$ cat config.mk
export PLATFORM = sky130hd
export DESIGN_NAME = multi_slot_alarm_table_top
export DESIGN_NICKNAME = d
export VERILOG_FILES = /design/src/rtl/msat_pkg.sv /design/src/rtl/multi_slot_alarm_table_top.sv /design/src/rtl/msat_cell.sv
export SDC_FILE = /design/constraint.sdc
export NUM_CORES = 1
export LEC_CHECK = 0
export BUFFER_PORTS_ARGS = -buffer_cell sky130_fd_sc_hd__clkbuf_2
export CORE_MARGIN = 2
export CORE_UTILIZATION = 50
export CTS_CLUSTER_DIAMETER = 40
export CTS_CLUSTER_SIZE = 8
export DETAILED_ROUTE_END_ITERATION = 8
export GPL_TIMING_DRIVEN = 0
export PLACE_DENSITY = 0.72
export SLEW_MARGIN = 0
export SYNTH_ARGS = -nofsm -noshare
export SYNTH_HDL_FRONTEND = slang
export SYNTH_SLANG_ARGS = --single-unit
$ cat constraint.sdc
create_clock -name clock -period 11.3 [get_ports clock]
set_input_delay 2.825 -clock clock [delete_from_list [all_inputs] [get_ports clock]]
set_output_delay 2.825 -clock clock [all_outputs]
set_load 0.1 [all_outputs]
$ cat src/rtl/msat_pkg.sv
// Package for the alarm slot table: widths, codes and the slot record type.
// Depends on nothing; every other file of the block imports it.
`default_nettype none
package msat_pkg;
   localparam int MaxAlarms   = 16;
   localparam int IdxW        = $clog2(MaxAlarms);
   localparam int CntW        = $clog2(MaxAlarms + 1);
   localparam int MinutesDay  = 24 * 60;
   localparam int MinutesHour = 60;

   typedef enum logic [2:0] {
      KIND_ADD     = 3'd0,
      KIND_REMOVE  = 3'd1,
      KIND_SET_EN  = 3'd2,
      KIND_DIS_ALL = 3'd3,
      KIND_ACK     = 3'd4,
      KIND_CLEAR   = 3'd5,
      KIND_TICK    = 3'd6,
      KIND_NONE    = 3'd7
   } kind_type;

   typedef enum logic [1:0] {
      ST_DONE  = 2'd0,
      ST_DUP   = 2'd1,
      ST_FULL  = 2'd2,
      ST_RANGE = 2'd3
   } status_type;

   typedef struct packed {
      logic [4:0] hour;
      logic [5:0] minute;
      logic       enabled;
      logic [5:0] sound;
   } slot_type;

   // Per-pass command from the controller to every cell.
   typedef struct packed {
      logic       shift;      // take the neighbor's slot (remove pass)
      logic       write_en;   // overwrite enable bit
      logic       en_value;
      logic       load;       // cell at load_index takes new slot
      logic [IdxW-1:0] load_index;
      logic [IdxW-1:0] rm_index;
   } cell_cmd_type;

   typedef enum logic [1:0] {
      S_IDLE,
      S_SCAN,
      S_RESP
   } state_type;
endpackage
`default_nettype wire

$ cat src/rtl/multi_slot_alarm_table_top.sv
// Top level of the alarm slot table: controller, scan unit and cell row.
// Depends on msat_pkg and msat_cell.
`default_nettype none
// The table keeps up to MaxAlarms alarm slots in a row of cells. Each word
// is handled in two passes of one slot per cycle. A compare pass covers the
// slots in use plus a closing step that also applies the change to the
// cell row. A second pass then collects the enabled summary over the updated
// table. The response sits in an output register and blocks the input until
// it is delivered. The next word is taken in the cycle after delivery.
// Remove, enable-all and load are applied to the whole cell row at once.
module multi_slot_alarm_table_top (
   input  wire logic       clock,
   input  wire logic       reset,
   input  wire logic       req_valid,
   output logic            req_ready,
   input  wire logic [2:0] req_kind,
   input  wire logic [4:0] req_time_hour,
   input  wire logic [5:0] req_time_minute,
   input  wire logic [5:0] req_time_second,
   input  wire logic [4:0] req_alarm_hour,
   input  wire logic [5:0] req_alarm_minute,
   input  wire logic [5:0] req_alarm_sound,
   input  wire logic       req_enable_flag,
   input  wire logic [3:0] req_entry_index,
   output logic            rsp_valid,
   input  wire logic       rsp_ready,
   output logic [1:0]      rsp_status,
   output logic            rsp_ringing,
   output logic [3:0]      rsp_ring_index,
   output logic [5:0]      rsp_ring_sound,
   output logic            rsp_triggered,
   output logic            rsp_next_valid,
   output logic [4:0]      rsp_next_hour,
   output logic [5:0]      rsp_next_minute,
   output logic [10:0]     rsp_minutes_until,
   output logic [4:0]      rsp_alarm_count,
   output logic            rsp_any_enabled
);
   import msat_pkg::*;

   state_type state_ff, state_in;
   kind_type  kind_ff;
   logic [4:0] th_ff, ah_ff;
   logic [5:0] tm_ff, ts_ff, am_ff, as_ff;
   logic en_ff;
   logic [3:0] idx_ff;
   logic [CntW-1:0] count_ff, count_in;
   logic [CntW-1:0] pos_ff, pos_in;
   logic ring_ff, ring_in;
   logic [IdxW-1:0] rslot_ff, rslot_in;
   logic [5:0] rtrack_ff, rtrack_in;
   logic dup_ff, dup_in, trig_ff, trig_in, nv_ff, nv_in, any_ff, any_in;
   logic [4:0] nh_ff, nh_in;
   logic [5:0] nm_ff, nm_in;
   logic [10:0] nd_ff, nd_in, now_ff;
   logic [1:0] status_ff, status_in;

   slot_type     slots [MaxAlarms];
   slot_type     new_slot;
   cell_cmd_type cmd;
   logic accept;

   assign accept = req_valid && req_ready;
   assign new_slot = '{hour: ah_ff, minute: am_ff, enabled: en_ff, sound: as_ff};

   // Cell row: each cell at or above the removed index takes its upper neighbor's slot on remove.
   for (genvar g = 0; g < MaxAlarms; g++) begin : g_cell
      slot_type up;
      if (g == MaxAlarms - 1) begin : g_last
         assign up = slots[g];
      end else begin : g_mid
         assign up = slots[g+1];
      end
      msat_cell u_cell (
         .clock    (clock),
         .my_index (IdxW'(g)),
         .cmd      (cmd),
         .new_slot (new_slot),
         .up_slot  (up),
         .slot     (slots[g])
      );
   end

   // Scan unit: one slot per cycle, computes match, nearest and duplicate.
   slot_type   cur;
   logic [10:0] at, diff;
   logic [12:0] raw;
   logic scan_live;
   assign scan_live = (pos_ff < count_ff);
   assign cur  = slots[pos_ff[IdxW-1:0]];
   assign at   = 11'(cur.hour) * 11'(MinutesHour) + 11'(cur.minute);

   // For times within one day the distance before reduction stays below three
   // days, so two conditional subtractions bring it into one day.
   always_comb begin
      raw = 13'(at) + 13'(2 * MinutesDay) - 13'(now_ff);
      if (raw >= 13'(2 * MinutesDay)) raw = raw - 13'(2 * MinutesDay);
      if (raw >= 13'(MinutesDay)) raw = raw - 13'(MinutesDay);
      diff = raw[10:0];
   end

   always_comb begin
      state_in = state_ff;
      unique case (state_ff)
         S_IDLE: if (accept) state_in = S_SCAN;
         S_SCAN: if (!scan_live) state_in = S_RESP;
         S_RESP: if (rsp_valid && rsp_ready) state_in = S_IDLE;
         default: state_in = S_IDLE;
      endcase
   end

   always_comb begin
      pos_in = pos_ff; dup_in = dup_ff; trig_in = trig_ff; nv_in = nv_ff;
      nh_in = nh_ff; nm_in = nm_ff; nd_in = nd_ff; any_in = any_ff;
      count_in = count_ff; ring_in = ring_ff; rslot_in = rslot_ff;
      rtrack_in = rtrack_ff; status_in = status_ff;
      cmd = '0;
      cmd.load_index = count_ff[IdxW-1:0];
      cmd.rm_index = idx_ff[IdxW-1:0];
      cmd.en_value = (kind_ff == KIND_SET_EN) ? en_ff : 1'b0;
      unique case (state_ff)
         S_IDLE: begin
            pos_in = '0; dup_in = 1'b0; trig_in = 1'b0; nv_in = 1'b0;
            nh_in = '0; nm_in = '0; nd_in = '0; any_in = 1'b0;
         end
         S_SCAN: begin
            if (scan_live) begin
               pos_in = pos_ff + 1'b1;
               if (cur.hour == ah_ff && cur.minute == am_ff) dup_in = 1'b1;
               if (kind_ff == KIND_TICK && cur.enabled) begin
                  if (!trig_ff && cur.hour == th_ff && cur.minute == tm_ff
                      && ts_ff == 6'd0) begin
                     trig_in = 1'b1;
                     ring_in = 1'b1;
                     rslot_in = pos_ff[IdxW-1:0];
                     rtrack_in = cur.sound;
                  end
                  if (!nv_ff || diff < nd_ff) begin
                     nv_in = 1'b1; nd_in = diff; nh_in = cur.hour; nm_in = cur.minute;
                  end
               end
            end else begin
               status_in = ST_DONE;
               case (kind_ff)
                  KIND_ADD: begin
                     if (dup_ff) status_in = ST_DUP;
                     else if (count_ff >= CntW'(MaxAlarms)) status_in = ST_FULL;
                     else begin
                        cmd.load = 1'b1;
                        count_in = count_ff + 1'b1;
                     end
                  end
                  KIND_REMOVE: begin
                     if (CntW'(idx_ff) >= count_ff || idx_ff > 4'(MaxAlarms - 1))
                        status_in = ST_RANGE;
                     else begin
                        cmd.shift = 1'b1;
                        count_in = count_ff - 1'b1;
                     end
                  end
                  KIND_SET_EN: cmd.write_en = 1'b1;
                  KIND_DIS_ALL: begin
                     cmd.write_en = 1'b1; ring_in = 1'b0; rslot_in = '0; rtrack_in = '0;
                  end
                  KIND_ACK: begin
                     ring_in = 1'b0; rslot_in = '0; rtrack_in = '0;
                  end
                  KIND_CLEAR: begin
                     count_in = '0; ring_in = 1'b0; rslot_in = '0; rtrack_in = '0;
                  end
                  default: ;
               endcase
               pos_in = '0;
            end
         end
         S_RESP: begin
            // Enable summary pass runs while the response waits; it is
            // complete once pos reaches the count, before delivery.
            if (pos_ff < count_ff) begin
               pos_in = pos_ff + 1'b1;
               if (cur.enabled) any_in = 1'b1;
            end
         end
         default: ;
      endcase
   end

   always_ff @(posedge clock) begin
      if (reset) begin
         state_ff <= S_IDLE; count_ff <= '0; ring_ff <= 1'b0;
         rslot_ff <= '0; rtrack_ff <= '0; pos_ff <= '0;
      end else begin
         state_ff <= state_in; count_ff <= count_in; ring_ff <= ring_in;
         rslot_ff <= rslot_in; rtrack_ff <= rtrack_in; pos_ff <= pos_in;
      end
   end

   always_ff @(posedge clock) begin
      dup_ff <= dup_in; trig_ff <= trig_in; nv_ff <= nv_in; nh_ff <= nh_in;
      nm_ff <= nm_in; nd_ff <= nd_in; any_ff <= any_in; status_ff <= status_in;
      if (accept) begin
         kind_ff <= kind_type'(req_kind);
         th_ff <= req_time_hour; tm_ff <= req_time_minute; ts_ff <= req_time_second;
         ah_ff <= req_alarm_hour; am_ff <= req_alarm_minute; as_ff <= req_alarm_sound;
         en_ff <= req_enable_flag; idx_ff <= req_entry_index;
         now_ff <= 11'(req_time_hour) * 11'(MinutesHour) + 11'(req_time_minute);
      end
   end

   assign req_ready = (state_ff == S_IDLE);
   // Response waits until the enable summary pass has covered every slot.
   assign rsp_valid = (state_ff == S_RESP) && !(pos_ff < count_ff);
   assign rsp_status = status_ff;
   assign rsp_ringing = ring_ff;
   assign rsp_ring_index = ring_ff ? 4'(rslot_ff) : 4'd0;
   assign rsp_ring_sound = ring_ff ? rtrack_ff : 6'd0;
   assign rsp_triggered = trig_ff;
   assign rsp_next_valid = nv_ff;
   assign rsp_next_hour = nh_ff;
   assign rsp_next_minute = nm_ff;
   assign rsp_minutes_until = nd_ff;
   assign rsp_alarm_count = 5'(count_ff);
   assign rsp_any_enabled = any_ff;
endmodule
`default_nettype wire

$ cat src/rtl/msat_cell.sv
// One slot cell of the alarm table: holds a slot, shifts down on remove.
// Depends on msat_pkg.
`default_nettype none
module msat_cell (
   input  wire logic                      clock,
   input  wire logic [msat_pkg::IdxW-1:0] my_index,
   input  wire msat_pkg::cell_cmd_type    cmd,
   input  wire msat_pkg::slot_type        new_slot,
   input  wire msat_pkg::slot_type        up_slot,
   output msat_pkg::slot_type             slot
);
   import msat_pkg::*;
   slot_type slot_ff, slot_in;

   always_comb begin
      slot_in = slot_ff;
      if (cmd.load && cmd.load_index == my_index) begin
         slot_in = new_slot;
      end else if (cmd.shift && my_index >= cmd.rm_index) begin
         slot_in = up_slot;
      end
      if (cmd.write_en) begin
         slot_in.enabled = cmd.en_value;
      end
   end

   always_ff @(posedge clock) begin
      slot_ff <= slot_in;
   end

   assign slot = slot_ff;
endmodule
`default_nettype wire
# --- Word level (Yosys, flattened, before mapping) ---
# Cells that the tools add are included.
word_totals:
  regBits: 392
  input_bits: 46
  out_inout_bits: 45
  wordCells: 377
op_classes:
  n_addsub: 9
  multipliers: 2
  magnitude_cmp: 23
  n_eq_ne: 42
  muxes: 116
  bitwise: 2
  n_reduce_logical: 95
ops:
  columns: ["operator", "n"]
  rows:
  - ["$mux 18", 32]
  - ["$bmux 18 s4", 1]
  - ["$reduce_bool 3->1", 17]
  - ["$mux 6", 8]
  - ["$mux 11", 4]
  - ["$mux 5", 8]
  - ["$logic_and 1x1->1", 39]
  - ["$reduce_bool 2->1", 19]
  - ["$mux 1", 37]
  - ["$eq 4x4->1 const B", 8]
  - ["$pmux 5 s3", 2]
  - ["$ge 4x4->1 const A", 7]
  - ["$ne 2x2->1 const B", 12]
  - ["$add 11x6->11", 2]
  - ["$pmux 11 s2", 1]
  - ["$mux 4", 5]
  - ["$mul 5x4->9 const B", 2]
  - ["$eq 4x3->1 const B", 4]
  - ["$ge 3x4->1 const A", 4]
  - ["$mux 2", 8]
  - ["$add 11x12->13 const B", 1]
  - ["$ge 13x11->1 const B", 1]
  - ["$ge 13x12->1 const B", 1]
  - ["$mux 13", 1]
  - ["42 further kinds", 65]

# --- Longest topological paths before layout ---
depth:
  depth_word: 18
  ltp_mapped: 38
  depth_no_buf: 33

# --- Modules after synthesis ---
# A second synthesis with hierarchy kept.
hier_totals:
  hier_cells: 1893
  area_unflattened_um2: 25323.0
modules_own_cells:
  columns: ["module", "instances", "cells_per_inst", "area_each_um2", "seq_area_each_um2"]
  rows:
  - ["msat_cell", 16, 63, 1006.0, 540.5]
  - ["multi_slot_alarm_table_top", 1, 885, 9227.6, 2832.7]

# --- Worst setup path before layout ---
# Ideal clock, no wire load.
synth_path:
  path_type: "register to register"
  start: "reg pos_ff[0]"
  end: "reg nd_ff[0], in the netlist rsp_minutes_until[0], enable pin"
  setup_ps: 360
  arrival_ps: 8413
  required_ps: 10940
  path_slack_ps: 2527
  stages_incl_launch_ff: 35
  n_path_buf: 5
  period_less_slack_ps: 8773
  path_cell_list: "dfxtp_1 -> buf_2 -> buf_2 -> buf_2 -> mux2i_1 -> a221oi_1 -> a22oi_1 -> nand2_1 -> fa_1 -> fa_1 -> fa_1 -> ha_1 -> o21ai_0 -> nand2b_1 -> nand3_1 -> nor3_1 -> xnor2_1 -> ha_1 -> ha_1 -> clkbuf_1 -> nor2b_1 -> mux2_4 -> or4_1 -> buf_2 -> a2111o_1 -> a32o_1 -> a31oi_1 -> a21boi_0 -> or2_2 -> ha_1 -> o21a_1 -> o21ai_0 -> nand2b_1 -> a21oi_1 -> o221a_2"
synth_rtl:
  columns: ["element", "line", "source"]
  rows:
  - ["start, declared", "multi_slot_alarm_table_top.sv:48", "logic [CntW-1:0] pos_ff, pos_in;"]
  - ["start signal, assigned", "multi_slot_alarm_table_top.sv:194", "rslot_ff <= rslot_in; rtrack_ff <= rtrack_in; pos_ff <= pos_in;"]
  - ["end signal, assigned", "multi_slot_alarm_table_top.sv:200", "nm_ff <= nm_in; nd_ff <= nd_in; any_ff <= any_in; status_ff <= status_in;"]
  - ["end, declared", "multi_slot_alarm_table_top.sv:55", "logic [10:0] nd_ff, nd_in, now_ff;"]

==> reports/qor.yml <==
layout:
  fill_cells: 3555
  stdcell_area_um2: 24900
  antenna_cells: 0
  area_growth_pct: 14.2
  mostFrequentLayoutCell: "nand2_1"
  drive_above_1_share_pct: 20.2
  layout_common_cells: "nand2_1, edfxtp_1, mux2_2"
  nets: 2148
  final_util_pct: 57.8
worst_setup_path:
  cp_num_buf_inv: 5
  cp-end-kind: "flip-flop"
  path_delay_family: "compound AO/OA/AOI/OAI gates"
  worstRegToRegCells: 37
  crit_fanout: 23
  max_stage_delay_ns: 0.57
  critPathSlowestCell: "or4_1"
  rrSetupSlack_ns: 0.75
  startpoint: "pos_ff[0]"
  start_kind: "flip-flop"
  reg2reg_to: "rsp_next_minute[3]"
  worst-path-stages: 37
  crit_end: "rsp_next_minute[3]"
  critPathKind: "reg -> reg"
  r2r-start: "pos_ff[0]"
  arrival_ns: 10.81
  worstPathRequired_ns: 11.56
timing:
  hold_viol_final: 0
  fin_crit_sh_pct: 93.4
  fin_setup_tns_ns: 0
  fin_crit_ns: 10.55
  slew_headroom_pct: 15.8
  setup_viol_count_final: 0
  rsz0062_at_grt: "false"
  fmax_ghz: 0.0948
  fin_skew_ns: 0.0181
  worstMarginPinSlew_ns: 1.25
  drv_slew: 0
  setup_slack_ns: 0.749
logic_synthesis:
  syn-num-nets: 1987
  ys_types: 67
  synth_warnings: 0
  netlist_area_um2: 21800
  yosysSeqAreaShare_pct: 52.7
  ys_ff_latch: 390
  synth.avg_cell_area_um2: 11.8
  synthCells: 1843
  async_flop_share_pct: 0
  synth_edf_count: 367
  synth-main-ff-cell: "edfxtp_1"
floorplan:
  die_y_um: 213
  io_pins: 91
  dieArea_um2: 45200
  die_w_um: 213
  initial_core_util_pct: 50.6
  fp.coreArea_um2: 43000
  rows: 76
route:
  routed_wl_um: 57600
  drtIter0Drc: 1566
  via_count: 15600
  dr.pass1.iters: 7
  drtAntennaViolNets: 0
  wire_per_inst_um: 22.0
  drc: 0
  routed_via_density: 5.95
clocking:
  tritoncts: "done"
  clockBufferDepth: 3
  htree_num_levels: 2
  cts.sinks: 390
  clkSlewWorstSetupHoldPaths_ns: 0.05
  cts_buffers: 61
  cts_hold_buf: 0
  worstSkewPairLatency_ns: 0.62
  root_buffer: "clkbuf_16"
global_route:
  grt_usage_pct: 25.6
  grt_pass1_vias: 15400
  grt_max_degree: 32
  grt_pass1_wl_um: 87500
  antenna_found_initial: 0
  grt_overflow: 0
job:
  cap_violations: 0
placement:
  dp_hpwl_um: 43900
  port_buffers: 90
  pre_cts_ws_ns: 0.444
  placed_area_um2: 23100
  routabilityCongestion: 0.975
hold_path:
  hold_path.class: "reg -> reg"
  whs_path_depth: 2
pwr:
  p_leak_nw: 9.37
  powerDensity_nw_per_um2: 209
  power.total_mw: 5.19
  max-vdd-ir-drop_v: 0.000204
status:
  status: "complete, no violations"
## worst min path at each step
stage / from / slack, ns / endpoint
floorplan: rtrack_ff[0] / 0.46 / rtrack_ff[0]
global placement: rtrack_ff[3] / 0.48 / rtrack_ff[3]
detailed placement: rslot_ff[1] / 0.48 / rslot_ff[1]
CTS: rslot_ff[1] / 0.49 / rslot_ff[1]
global route: rslot_ff[1] / 0.50 / rslot_ff[1]
finish: rtrack_ff[3] / 0.49 / rtrack_ff[3]
## what timing repair did
action | CTS | global route
endpoints found under the setup margin | 0 | 23
setup buffers | 0 | 0
resized for setup | 0 | 4
## cells in the mapped netlist, types with 11 or more instances
master	number	area share (%)
nor3_1	12	0.28
a221oi_1	24	0.97
clkbuf_1	88	1.5
edfxtp_1	367	51
buf_2	17	0.39
mux2_2	155	8.0
nor2_1	52	0.90
nand2b_1	21	0.60
nand3_1	28	0.64
mux2i_1	78	3.6
a21oi_1	58	1.3
xor2_1	31	1.2
nand2_1	387	6.7
fa_1	18	1.7
o21ai_0	48	1.1
and2_1	19	0.55
o21a_1	11	0.38
a22oi_1	17	0.59
ha_1	80	4.6
inv_1	72	1.2
dfxtp_1	23	2.1
nor4_1	16	0.46
mux4_2	39	4.0
a21o_1	26	0.90
o211ai_1	13	0.45
xnor2_1	29	1.2
## worst min-delay path, cell delays in order (launching register included)
cell	delay, ns
dfxtp_1	0.31
o211ai_1	0.07
a21oi_1	0.06
## where the power goes
part / switching (mW) / internal (mW) / total, mW
registers: 0.0553 / 1.68 / 1.74
clock network: 0.637 / 1.02 / 1.65
logic: 1.19 / 0.604 / 1.80
## metrics by stage
stage | cells | hold slack (ns)
finish | 2617 | 0.489
global route | 2617 | 0.502
CTS | 2617 | 0.488
detailed placement | 2526 | 0.482
global placement | 2518 | 0.478
floorplan | 1843 | 0.460
## final cells by class
class | count | area [µm²] | area share, %
flip-flops and latches | 390 | 11500 | 46.2
multi-input cells | 1263 | 9590 | 38.6
clock buffers | 76 | 1670 | 6.70
well taps | 585 | 732 | 2.94
repair buffers | 98 | 534 | 2.15
plain buffers | 115 | 472 | 1.90
inverters | 75 | 282 | 1.13
clock inverters | 15 | 105 | 0.423
## registers in the layout (all words and copies together) (netlist names), 6 cells and up
| name | flops |
|---|---|
| am_ff | 6 |
| as_ff | 6 |
| rsp_next_minute | 6 |
| tm_ff | 6 |
| rtrack_ff | 6 |
| ts_ff | 6 |
| rsp_minutes_until | 11 |
| g_cell.u_cell.slot | 288 |
| now_ff | 9 |
## cell families after synthesis
family                     synth area share, %
and+or+nand+nor                           11.5
DFF                                       52.7
muxes                                     15.8
AOI/OAI and AO/OA                         7.92
buffers and inverters                     3.44
adders and majority gates                 6.25
xor gates and xnor gates                  2.41
## layer usage
layer  share of wire [%]  wire length [µm]  track usage, %  vias to the layer above
met5                   0                 0               0                        -
met4                 3.2              1850            9.43                        0
met3                 8.2              4750            4.96                      134
met2                  48             27700            42.8                      734
met1                  40             23300            33.2                     7620
li1                    -                 -               -                     7075
Note: power is estimated with default switching activity, not from simulation.
